[config.mk]
export PLATFORM = sky130hd
export DESIGN_NAME = moving_average_rpm_setpoint_top
export DESIGN_NICKNAME = d
export VERILOG_FILES = /design/src/rtl/core/mavg_rpm_pkg.sv /design/src/rtl/core/mavg_rpm_filter.sv /design/src/rtl/core/mavg_rpm_scale.sv /design/src/rtl/core/moving_average_rpm_setpoint_top.sv
export SDC_FILE = /design/constraint.sdc
export NUM_CORES = 2
export LEC_CHECK = 0
export BUFFER_PORTS_ARGS = -buffer_cell sky130_fd_sc_hd__buf_2
export CORE_MARGIN = 2
export CORE_UTILIZATION = 45
export DETAILED_ROUTE_END_ITERATION = 16
export PLACE_DENSITY = 0.61
export SLEW_MARGIN = 20
export SYNTH_ARGS = -nofsm -noshare
export SYNTH_HDL_FRONTEND = slang
export SYNTH_SLANG_ARGS = --single-unit
[constraint.sdc]
create_clock -name i_clk -period 6.4 [get_ports i_clk]
set_input_delay 0.32 -clock i_clk [delete_from_list [all_inputs] [get_ports i_clk]]
set_output_delay 0.32 -clock i_clk [all_outputs]
set_load 0.02 [all_outputs]
[src/rtl/core/mavg_rpm_pkg.sv]
// Package for the moving-average speed setpoint filter.
// Holds shared constants, operation codes and a width helper; no dependencies.
package mavg_rpm_pkg;

    localparam int DEF_WINDOW      = 10;
    localparam int DEF_SAMPLE_BITS = 12;
    localparam int RPM_BITS        = 15;
    localparam int RPM_Q8_BITS     = 23;
    localparam int FRAC_BITS       = 8;

    localparam logic [RPM_BITS-1:0] MAX_RPM_RESET = 15'd3000;

    localparam logic OP_UPDATE = 1'b0;
    localparam logic OP_PRIME  = 1'b1;

    function automatic int sum_bits(input int window, input int sample_bits);
        return $clog2(window * ((1 << sample_bits) - 1) + 1);
    endfunction

endpackage

[src/rtl/core/mavg_rpm_filter.sv]
// Sample window and running sum of the moving-average filter.
// Depends on mavg_rpm_pkg; feeds mavg_rpm_scale.
module mavg_rpm_filter #(
    parameter int WINDOW      = mavg_rpm_pkg::DEF_WINDOW,
    parameter int SAMPLE_BITS = mavg_rpm_pkg::DEF_SAMPLE_BITS,
    parameter int SUM_BITS    = mavg_rpm_pkg::sum_bits(WINDOW, SAMPLE_BITS)
) (
    input  logic                   i_clk,
    input  logic                   i_rst_n,
    input  logic                   i_valid,
    output logic                   o_stall,
    input  logic                   i_op,
    input  logic [SAMPLE_BITS-1:0] i_sample,
    output logic                   o_valid,
    input  logic                   i_stall,
    output logic [SUM_BITS-1:0]    o_sum
);

    logic [SAMPLE_BITS-1:0] r_line [WINDOW];
    logic [SUM_BITS-1:0]    r_sum;
    logic                   r_valid;
    logic [SUM_BITS-1:0]    n_sum_prime;
    logic [SUM_BITS-1:0]    n_sum_update;
    logic                   accept;

    assign o_stall = r_valid && i_stall;
    assign accept  = i_valid && !o_stall;
    assign o_valid = r_valid;
    assign o_sum   = r_sum;

    always_comb begin
        n_sum_prime  = SUM_BITS'(i_sample) * SUM_BITS'(WINDOW);
        n_sum_update = r_sum - SUM_BITS'(r_line[WINDOW-1]) + SUM_BITS'(i_sample);
    end

    always_ff @(posedge i_clk) begin
        if (!i_rst_n) begin
            r_valid <= 1'b0;
            r_sum   <= '0;
            for (int k = 0; k < WINDOW; k++) begin
                r_line[k] <= '0;
            end
        end else if (accept) begin
            if (i_op == mavg_rpm_pkg::OP_PRIME) begin
                r_valid <= 1'b0;
                r_sum   <= n_sum_prime;
                for (int k = 0; k < WINDOW; k++) begin
                    r_line[k] <= i_sample;
                end
            end else begin
                r_valid   <= 1'b1;
                r_sum     <= n_sum_update;
                r_line[0] <= i_sample;
                for (int k = 1; k < WINDOW; k++) begin
                    r_line[k] <= r_line[k-1];
                end
            end
        end else if (!i_stall) begin
            r_valid <= 1'b0;
        end
    end

endmodule

[src/rtl/core/mavg_rpm_scale.sv]
// Scaling pipeline: multiplies the window sum by the full-scale speed and divides
// by window times converter full scale via a reciprocal. Depends on mavg_rpm_pkg.
module mavg_rpm_scale #(
    parameter int WINDOW      = mavg_rpm_pkg::DEF_WINDOW,
    parameter int SAMPLE_BITS = mavg_rpm_pkg::DEF_SAMPLE_BITS,
    parameter int SUM_BITS    = mavg_rpm_pkg::sum_bits(WINDOW, SAMPLE_BITS)
) (
    input  logic                                i_clk,
    input  logic                                i_rst_n,
    input  logic                                i_valid,
    output logic                                o_stall,
    input  logic [SUM_BITS-1:0]                 i_sum,
    input  logic [mavg_rpm_pkg::RPM_BITS-1:0]   i_max_rpm,
    output logic                                o_valid,
    input  logic                                i_stall,
    output logic [mavg_rpm_pkg::RPM_Q8_BITS-1:0] o_rpm_q8
);

    localparam int QW   = mavg_rpm_pkg::RPM_Q8_BITS;
    localparam int FB   = mavg_rpm_pkg::FRAC_BITS;
    localparam int PW   = SUM_BITS + mavg_rpm_pkg::RPM_BITS;
    localparam int XW   = PW + FB;
    localparam int DIV  = WINDOW * ((1 << SAMPLE_BITS) - 1);
    localparam int DW   = $clog2(DIV + 1);
    localparam logic [63:0] RECIP = (64'd1 << XW) / 64'(DIV);
    localparam int MW   = $clog2(RECIP + 64'd1);
    localparam int PRW  = PW + MW;
    localparam int QDW  = QW + DW;

    localparam logic [MW-1:0] RECIP_M = MW'(RECIP);
    localparam logic [DW-1:0] DIV_M   = DW'(DIV);

    logic            r_v1, r_v2, r_v3, r_v4;
    logic [PW-1:0]   r_p1, r_p2, r_p3;
    logic [QW-1:0]   r_q2, r_q3, r_q4;
    logic [QDW-1:0]  r_qd3;
    logic            adv1, adv2, adv3, adv4;
    logic [PRW-1:0]  prod;
    logic [QW-1:0]   q_est;
    logic [XW-1:0]   x_full;
    logic [XW-1:0]   rem;
    logic [QW-1:0]   n_q4;

    assign adv4    = !r_v4 || !i_stall;
    assign adv3    = !r_v3 || adv4;
    assign adv2    = !r_v2 || adv3;
    assign adv1    = !r_v1 || adv2;
    assign o_stall = !adv1;
    assign o_valid = r_v4;
    assign o_rpm_q8 = r_q4;

    always_comb begin
        prod   = PRW'(r_p1) * PRW'(RECIP_M);
        q_est  = QW'(prod >> (XW - FB));
        x_full = {r_p3, {FB{1'b0}}};
        rem    = x_full - XW'(r_qd3);
        n_q4   = (rem >= XW'(DIV_M)) ? r_q3 + QW'(1) : r_q3;
    end

    always_ff @(posedge i_clk) begin
        if (!i_rst_n) begin
            r_v1 <= 1'b0;
            r_v2 <= 1'b0;
            r_v3 <= 1'b0;
            r_v4 <= 1'b0;
        end else begin
            if (adv1) begin
                r_v1 <= i_valid;
            end
            if (adv2) begin
                r_v2 <= r_v1;
            end
            if (adv3) begin
                r_v3 <= r_v2;
            end
            if (adv4) begin
                r_v4 <= r_v3;
            end
        end
    end

    always_ff @(posedge i_clk) begin
        if (adv1) begin
            r_p1 <= PW'(i_sum) * PW'(i_max_rpm);
        end
        if (adv2) begin
            r_p2 <= r_p1;
            r_q2 <= q_est;
        end
        if (adv3) begin
            r_p3  <= r_p2;
            r_q3  <= r_q2;
            r_qd3 <= QDW'(r_q2) * QDW'(DIV_M);
        end
        if (adv4) begin
            r_q4 <= n_q4;
        end
    end

endmodule

[src/rtl/core/moving_average_rpm_setpoint_top.sv]
// Top level of the moving-average speed setpoint filter.
// Instantiates mavg_rpm_filter and mavg_rpm_scale; depends on mavg_rpm_pkg.
//
// The block accepts one sample transaction per clock while o_stall is low. A prime
// transaction loads the whole window and gives no result. An update transaction is
// loaded into the window register at the accepting edge and then passes through the
// four-stage scaling pipeline (product, reciprocal multiply, back-multiply, remainder
// correction) before its target speed is offered; a stalled output holds it there.
// The window register and the scaling pipeline together can hold up to five
// transactions in flight. The full-scale speed register should only be written
// while no transaction is in flight.
module moving_average_rpm_setpoint_top #(
    parameter int WINDOW      = mavg_rpm_pkg::DEF_WINDOW,
    parameter int SAMPLE_BITS = mavg_rpm_pkg::DEF_SAMPLE_BITS
) (
    input  logic                                 i_clk,
    input  logic                                 i_rst_n,
    input  logic                                 i_valid,
    output logic                                 o_stall,
    input  logic                                 i_op,
    input  logic [SAMPLE_BITS-1:0]               i_sample,
    output logic                                 o_valid,
    input  logic                                 i_stall,
    output logic [mavg_rpm_pkg::RPM_Q8_BITS-1:0] o_rpm_q8,
    input  logic                                 i_cfg_valid,
    output logic                                 o_cfg_ready,
    input  logic [mavg_rpm_pkg::RPM_BITS-1:0]    i_cfg_data
);

    localparam int SUM_BITS = mavg_rpm_pkg::sum_bits(WINDOW, SAMPLE_BITS);

    logic [mavg_rpm_pkg::RPM_BITS-1:0] r_max_rpm;
    logic                              sum_valid;
    logic                              sum_stall;
    logic [SUM_BITS-1:0]               sum;

    assign o_cfg_ready = 1'b1;

    always_ff @(posedge i_clk) begin
        if (!i_rst_n) begin
            r_max_rpm <= mavg_rpm_pkg::MAX_RPM_RESET;
        end else if (i_cfg_valid && o_cfg_ready) begin
            r_max_rpm <= i_cfg_data;
        end
    end

    mavg_rpm_filter #(
        .WINDOW      (WINDOW),
        .SAMPLE_BITS (SAMPLE_BITS),
        .SUM_BITS    (SUM_BITS)
    ) u_filter (
        .i_clk    (i_clk),
        .i_rst_n  (i_rst_n),
        .i_valid  (i_valid),
        .o_stall  (o_stall),
        .i_op     (i_op),
        .i_sample (i_sample),
        .o_valid  (sum_valid),
        .i_stall  (sum_stall),
        .o_sum    (sum)
    );

    mavg_rpm_scale #(
        .WINDOW      (WINDOW),
        .SAMPLE_BITS (SAMPLE_BITS),
        .SUM_BITS    (SUM_BITS)
    ) u_scale (
        .i_clk     (i_clk),
        .i_rst_n   (i_rst_n),
        .i_valid   (sum_valid),
        .o_stall   (sum_stall),
        .i_sum     (sum),
        .i_max_rpm (r_max_rpm),
        .o_valid   (o_valid),
        .i_stall   (i_stall),
        .o_rpm_q8  (o_rpm_q8)
    );

endmodule

==> results.md <==
* Run status: finished, violations left
* Violations in the final reports: setup timing
* Data arrival, critical path at 6.88 ns
* Synth warnings at 0
* Maximum fanout encountered on the critical timing path at 3
* Overall Global Routing Usage at 21.2%
* Syn Inst Count at 3954
* Latest clock arrival within the worst-skew pair at 0.62 ns
* Worst Setup Start Kind: register
* Number of antenna violations at the first check in global routing at 1
* Max-slew violation count at 0
* Summed area of non-filler cells in the final layout at 0.0496 mm2
* Synth cell count leaders: 875 x sky130_fd_sc_hd__inv_1, 644 x sky130_fd_sc_hd__fa_1, 557 x sky130_fd_sc_hd__ha_1
* Largest delay contributor family on the critical path: adder cells
* Post-synth EDFFs at 319
* Horizontal die dimension at between 300 and 400 um
* Count of placed standard cells including taps at 5543
* Time the final worst path needs with I/O delays and setup at 6.53 ns
* Number of endpoints with negative hold slack in the final report at 0
* Number of buffers inserted during clock tree synthesis at 43
* Quantity of I/O buffers inserted on ports at 57
* Flop and latch count out of synthesis at 355
* Number of clock sinks at about 360
* Initial core utilization at around 45%
* Maximum number of pins on one net before global-route repair at 118
* Number of DRC violations after detailed-routing iteration 0 at about 1400
* Synthesized Nets at ~5200
* Max-capacitance violation count at 0
* Dpl hpwl at 82400 um
* Clock slew seen by the registers of the worst setup and hold paths at 0.06 ns
* Netlist area before placement at between 0.04 and 0.05 mm2
* Mean number of vias per cell at 4.99
* Cell taking the most area after synthesis: sky130_fd_sc_hd__fa_1
* Synth top area share at 30.5%
* WS Path Type: reg2reg
* Placed inst area at between 0.04 and 0.05 mm2
* Final worst-path setup slack at -0.130 ns
* Mean Syn Cell Area at 10.7 um2
* Sequential area share after synthesis at 24.4%
* CTS tree: built
* H-tree levels at 2
* Library cell appearing most often on the critical path: sky130_fd_sc_hd__fa_1
* Setup TNS at -0.585 ns
* Total congestion overflow at 0
* Headroom to the max-slew limit at a little over two fifths
* Buf+Inv Stages, Crit Path at 5
* Clk Tree Root Cell: sky130_fd_sc_hd__clkbuf_16
* DR DRC count at 0
* Clock Skews at between 0.03 and 0.04 ns
* Die ar. at about 0.096 mm2
* Top post-synthesis cells by area: sky130_fd_sc_hd__fa_1 31%, sky130_fd_sc_hd__edfxtp_1 23%, sky130_fd_sc_hd__ha_1 16%
* NumNets Final at 5637
* Measured slew at the worst slew-check pin at between 0.8 and 0.9 ns
* IO Pins at 59
* Vias in the first global route at 30100
* Share of the clock period used by the worst path at 102%
* Primary FF master, synth: sky130_fd_sc_hd__edfxtp_1
* Post-route non-filler standard cell count at 5691
* Worst hold slack at 0.0468 ns
* Signed area change from the synthesized netlist to the final layout at 17.5%
* Proportion of register bits with asynchronous set or reset after synthesis at 0%
* Unrepaired setup endpoints after global routing: yes
* First-pass GRT wire length at around 160000 um
* Number of placement rows at roughly 110
* Floorplan Core Area at 0.0932 mm2
* Setup-violating endpoint count in the final report at 8
* Max Clk Rate at 153 MHz
* Number of antenna diodes at 0
* Vertical extent of the die at 310 um
* GP Congestion at 0.933
* Antenna Nets Post-Route at 0
* Mean routed wirelength per cell at 17.3 um
* Crit. End Element: register
* Library cell with the highest instance count after synthesis: sky130_fd_sc_hd__inv_1
* Wire length reported by the detailed router at 98400 um
* Ratio of cells with drive above 1 in the final layout at 17.1%
* Slowest CP cell: sky130_fd_sc_hd__fa_1
* Maximum cell stage delay along the critical path at 0.58 ns
* Maximum clock path buffer count at 3
* CP cell instances: buf_6 > buf_6 > ha_4 > inv_2 > fa_1 > inv_1 > fa_1 > fa_1 > fa_1 > fa_1 > fa_1 > ha_4 > nand2_2 > nor2_1 > a221o_1 > a211o_1 > a211oi_4 > o21ai_4 > buf_6 > a211oi_4 > o21ai_2 > a21oi_2 > o21bai_1 > xor2_1
* Area taken by flip-flops and latches at 0.0103 mm2
* Data required, critical path at 6.75 ns
* Initial DRT Pass Iterations at 5
* Worst Hold Class: in2reg
* Area used by multi-input combinational logic at between 0.02 and 0.03 mm2
* Total number of vias at 28400
* Count of cell types in the netlist at 89
* Count of fill cells added during filler insertion at roughly 8200
## area by class of cell
cell class / count / share of cell area [%]
multi-input combinational: 2626 / 59.0
sequential: 355 / 20.8
timing repair buffer: 500 / 7.59
inverter: 877 / 6.64
tap: 1254 / 3.16
clock buffer: 49 / 2.21
clock inverter: 30 / 0.595
## sequential cells by signal, summed over array words and instances (netlist names)
| signal | flops |
|---|---|
| r_max_rpm | 15 |
| u_filter.o_sum | 16 |
| u_filter.o_valid | 1 |
| u_filter.r_line | 120 |
| u_scale.o_rpm_q8 | 23 |
| u_scale.o_valid | 1 |
| u_scale.r_p1 | 31 |
| u_scale.r_p2 | 31 |
| u_scale.r_p3 | 31 |
| u_scale.r_q2 | 23 |
| u_scale.r_q3 | 23 |
| u_scale.r_qd3 | 37 |
| u_scale.r_v1 | 1 |
| u_scale.r_v2 | 1 |
| u_scale.r_v3 | 1 |
## cell usage in the layout, fill, tap and decap left out, types with 50 or more instances in the layout
cell,Yosys,final
sky130_fd_sc_hd__inv_1,875,857
sky130_fd_sc_hd__fa_1,644,625
sky130_fd_sc_hd__ha_1,557,513
sky130_fd_sc_hd__buf_4,3,399
sky130_fd_sc_hd__nand2_1,373,364
sky130_fd_sc_hd__edfxtp_1,319,319
sky130_fd_sc_hd__a21oi_1,222,201
sky130_fd_sc_hd__and2_1,98,98
sky130_fd_sc_hd__nor2_1,93,91
sky130_fd_sc_hd__xnor2_1,96,91
sky130_fd_sc_hd__buf_2,1,57
sky130_fd_sc_hd__a21o_1,56,56
sky130_fd_sc_hd__xor2_1,55,50
## cell families (layout without fill, tap and decap cells)
group           Yosys count  count (layout)  share of synthesized area, %
other cells               1               1                       0.00888
flops                   355             355                          24.4
buf+inv                 973            1456                          8.77
mux                      18              18                         0.432
xor+xnor                151             151                          3.13
simple gates            756             756                          8.66
fa+ha+maj              1201            1201                          47.0
compound gates          499             499                          7.60
## routing by layer
layer	wire length, um	vias up	share of wire, %	global-route usage, %
met4	2250	2	2.3	5.13
met3	2820	125	2.9	2.03
met2	49500	436	50	37.2
met1	43800	14200	45	28.5
li1	-	13600	-	-
met5	17	-	0.017	0
## per-stage QoR
stage | util (%) | worst slack (ns)
2_1_floorplan | - | 0.00206
3_3_place_gp | 50.0 | -0.365
3_5_place_dp | 50.0 | -0.461
4_1_cts | 52.4 | -0.238
5_1_grt | 53.2 | -0.370
6_report | 53.2 | -0.130
## worst reg2reg max path: stages, from the launching register on
cell and delay, ns:
sky130_fd_sc_hd__edfxtp_1 0.39, sky130_fd_sc_hd__buf_6 0.15, sky130_fd_sc_hd__buf_6 0.12, sky130_fd_sc_hd__ha_4 0.26, sky130_fd_sc_hd__inv_2 0.03, sky130_fd_sc_hd__fa_1 0.49, sky130_fd_sc_hd__inv_1 0.06, sky130_fd_sc_hd__fa_1 0.51
sky130_fd_sc_hd__fa_1 0.47, sky130_fd_sc_hd__fa_1 0.57, sky130_fd_sc_hd__fa_1 0.43, sky130_fd_sc_hd__fa_1 0.58, sky130_fd_sc_hd__ha_4 0.23, sky130_fd_sc_hd__nand2_2 0.08, sky130_fd_sc_hd__nor2_1 0.04, sky130_fd_sc_hd__a221o_1 0.31
sky130_fd_sc_hd__a211o_1 0.31, sky130_fd_sc_hd__a211oi_4 0.32, sky130_fd_sc_hd__o21ai_4 0.11, sky130_fd_sc_hd__buf_6 0.14, sky130_fd_sc_hd__a211oi_4 0.23, sky130_fd_sc_hd__o21ai_2 0.09, sky130_fd_sc_hd__a21oi_2 0.14, sky130_fd_sc_hd__o21bai_1 0.09
sky130_fd_sc_hd__xor2_1 0.14
## timing repair
action,CTS,global route
gates resized for setup,86,133
endpoints found under the setup margin,24,35
pin swaps,61,74
gates cloned,0,0
hold buffers,14,0
endpoints found under the hold margin,14,0
buffers inserted,32,26
## final timing paths
path                                endpoint  cells past startpoint                        from  slack (ns)
setup / recovery  u_scale.r_q2[16]$_DFFE_PP_                     24  u_scale.r_p1[13]$_DFFE_PP_       -0.13
hold / removal     r_max_rpm[0]$_SDFFE_PN0P_                      3               i_cfg_data[0]        0.05
setup reg to reg  u_scale.r_q2[16]$_DFFE_PP_                     24  u_scale.r_p1[13]$_DFFE_PP_       -0.13
hold reg to reg   u_scale.r_p3[22]$_DFFE_PP_                      0  u_scale.r_p2[22]$_DFFE_PP_        0.42
Power is not shown: default switching activity piles up to over one toggle a cycle in this logic, so the estimate is an artifact.
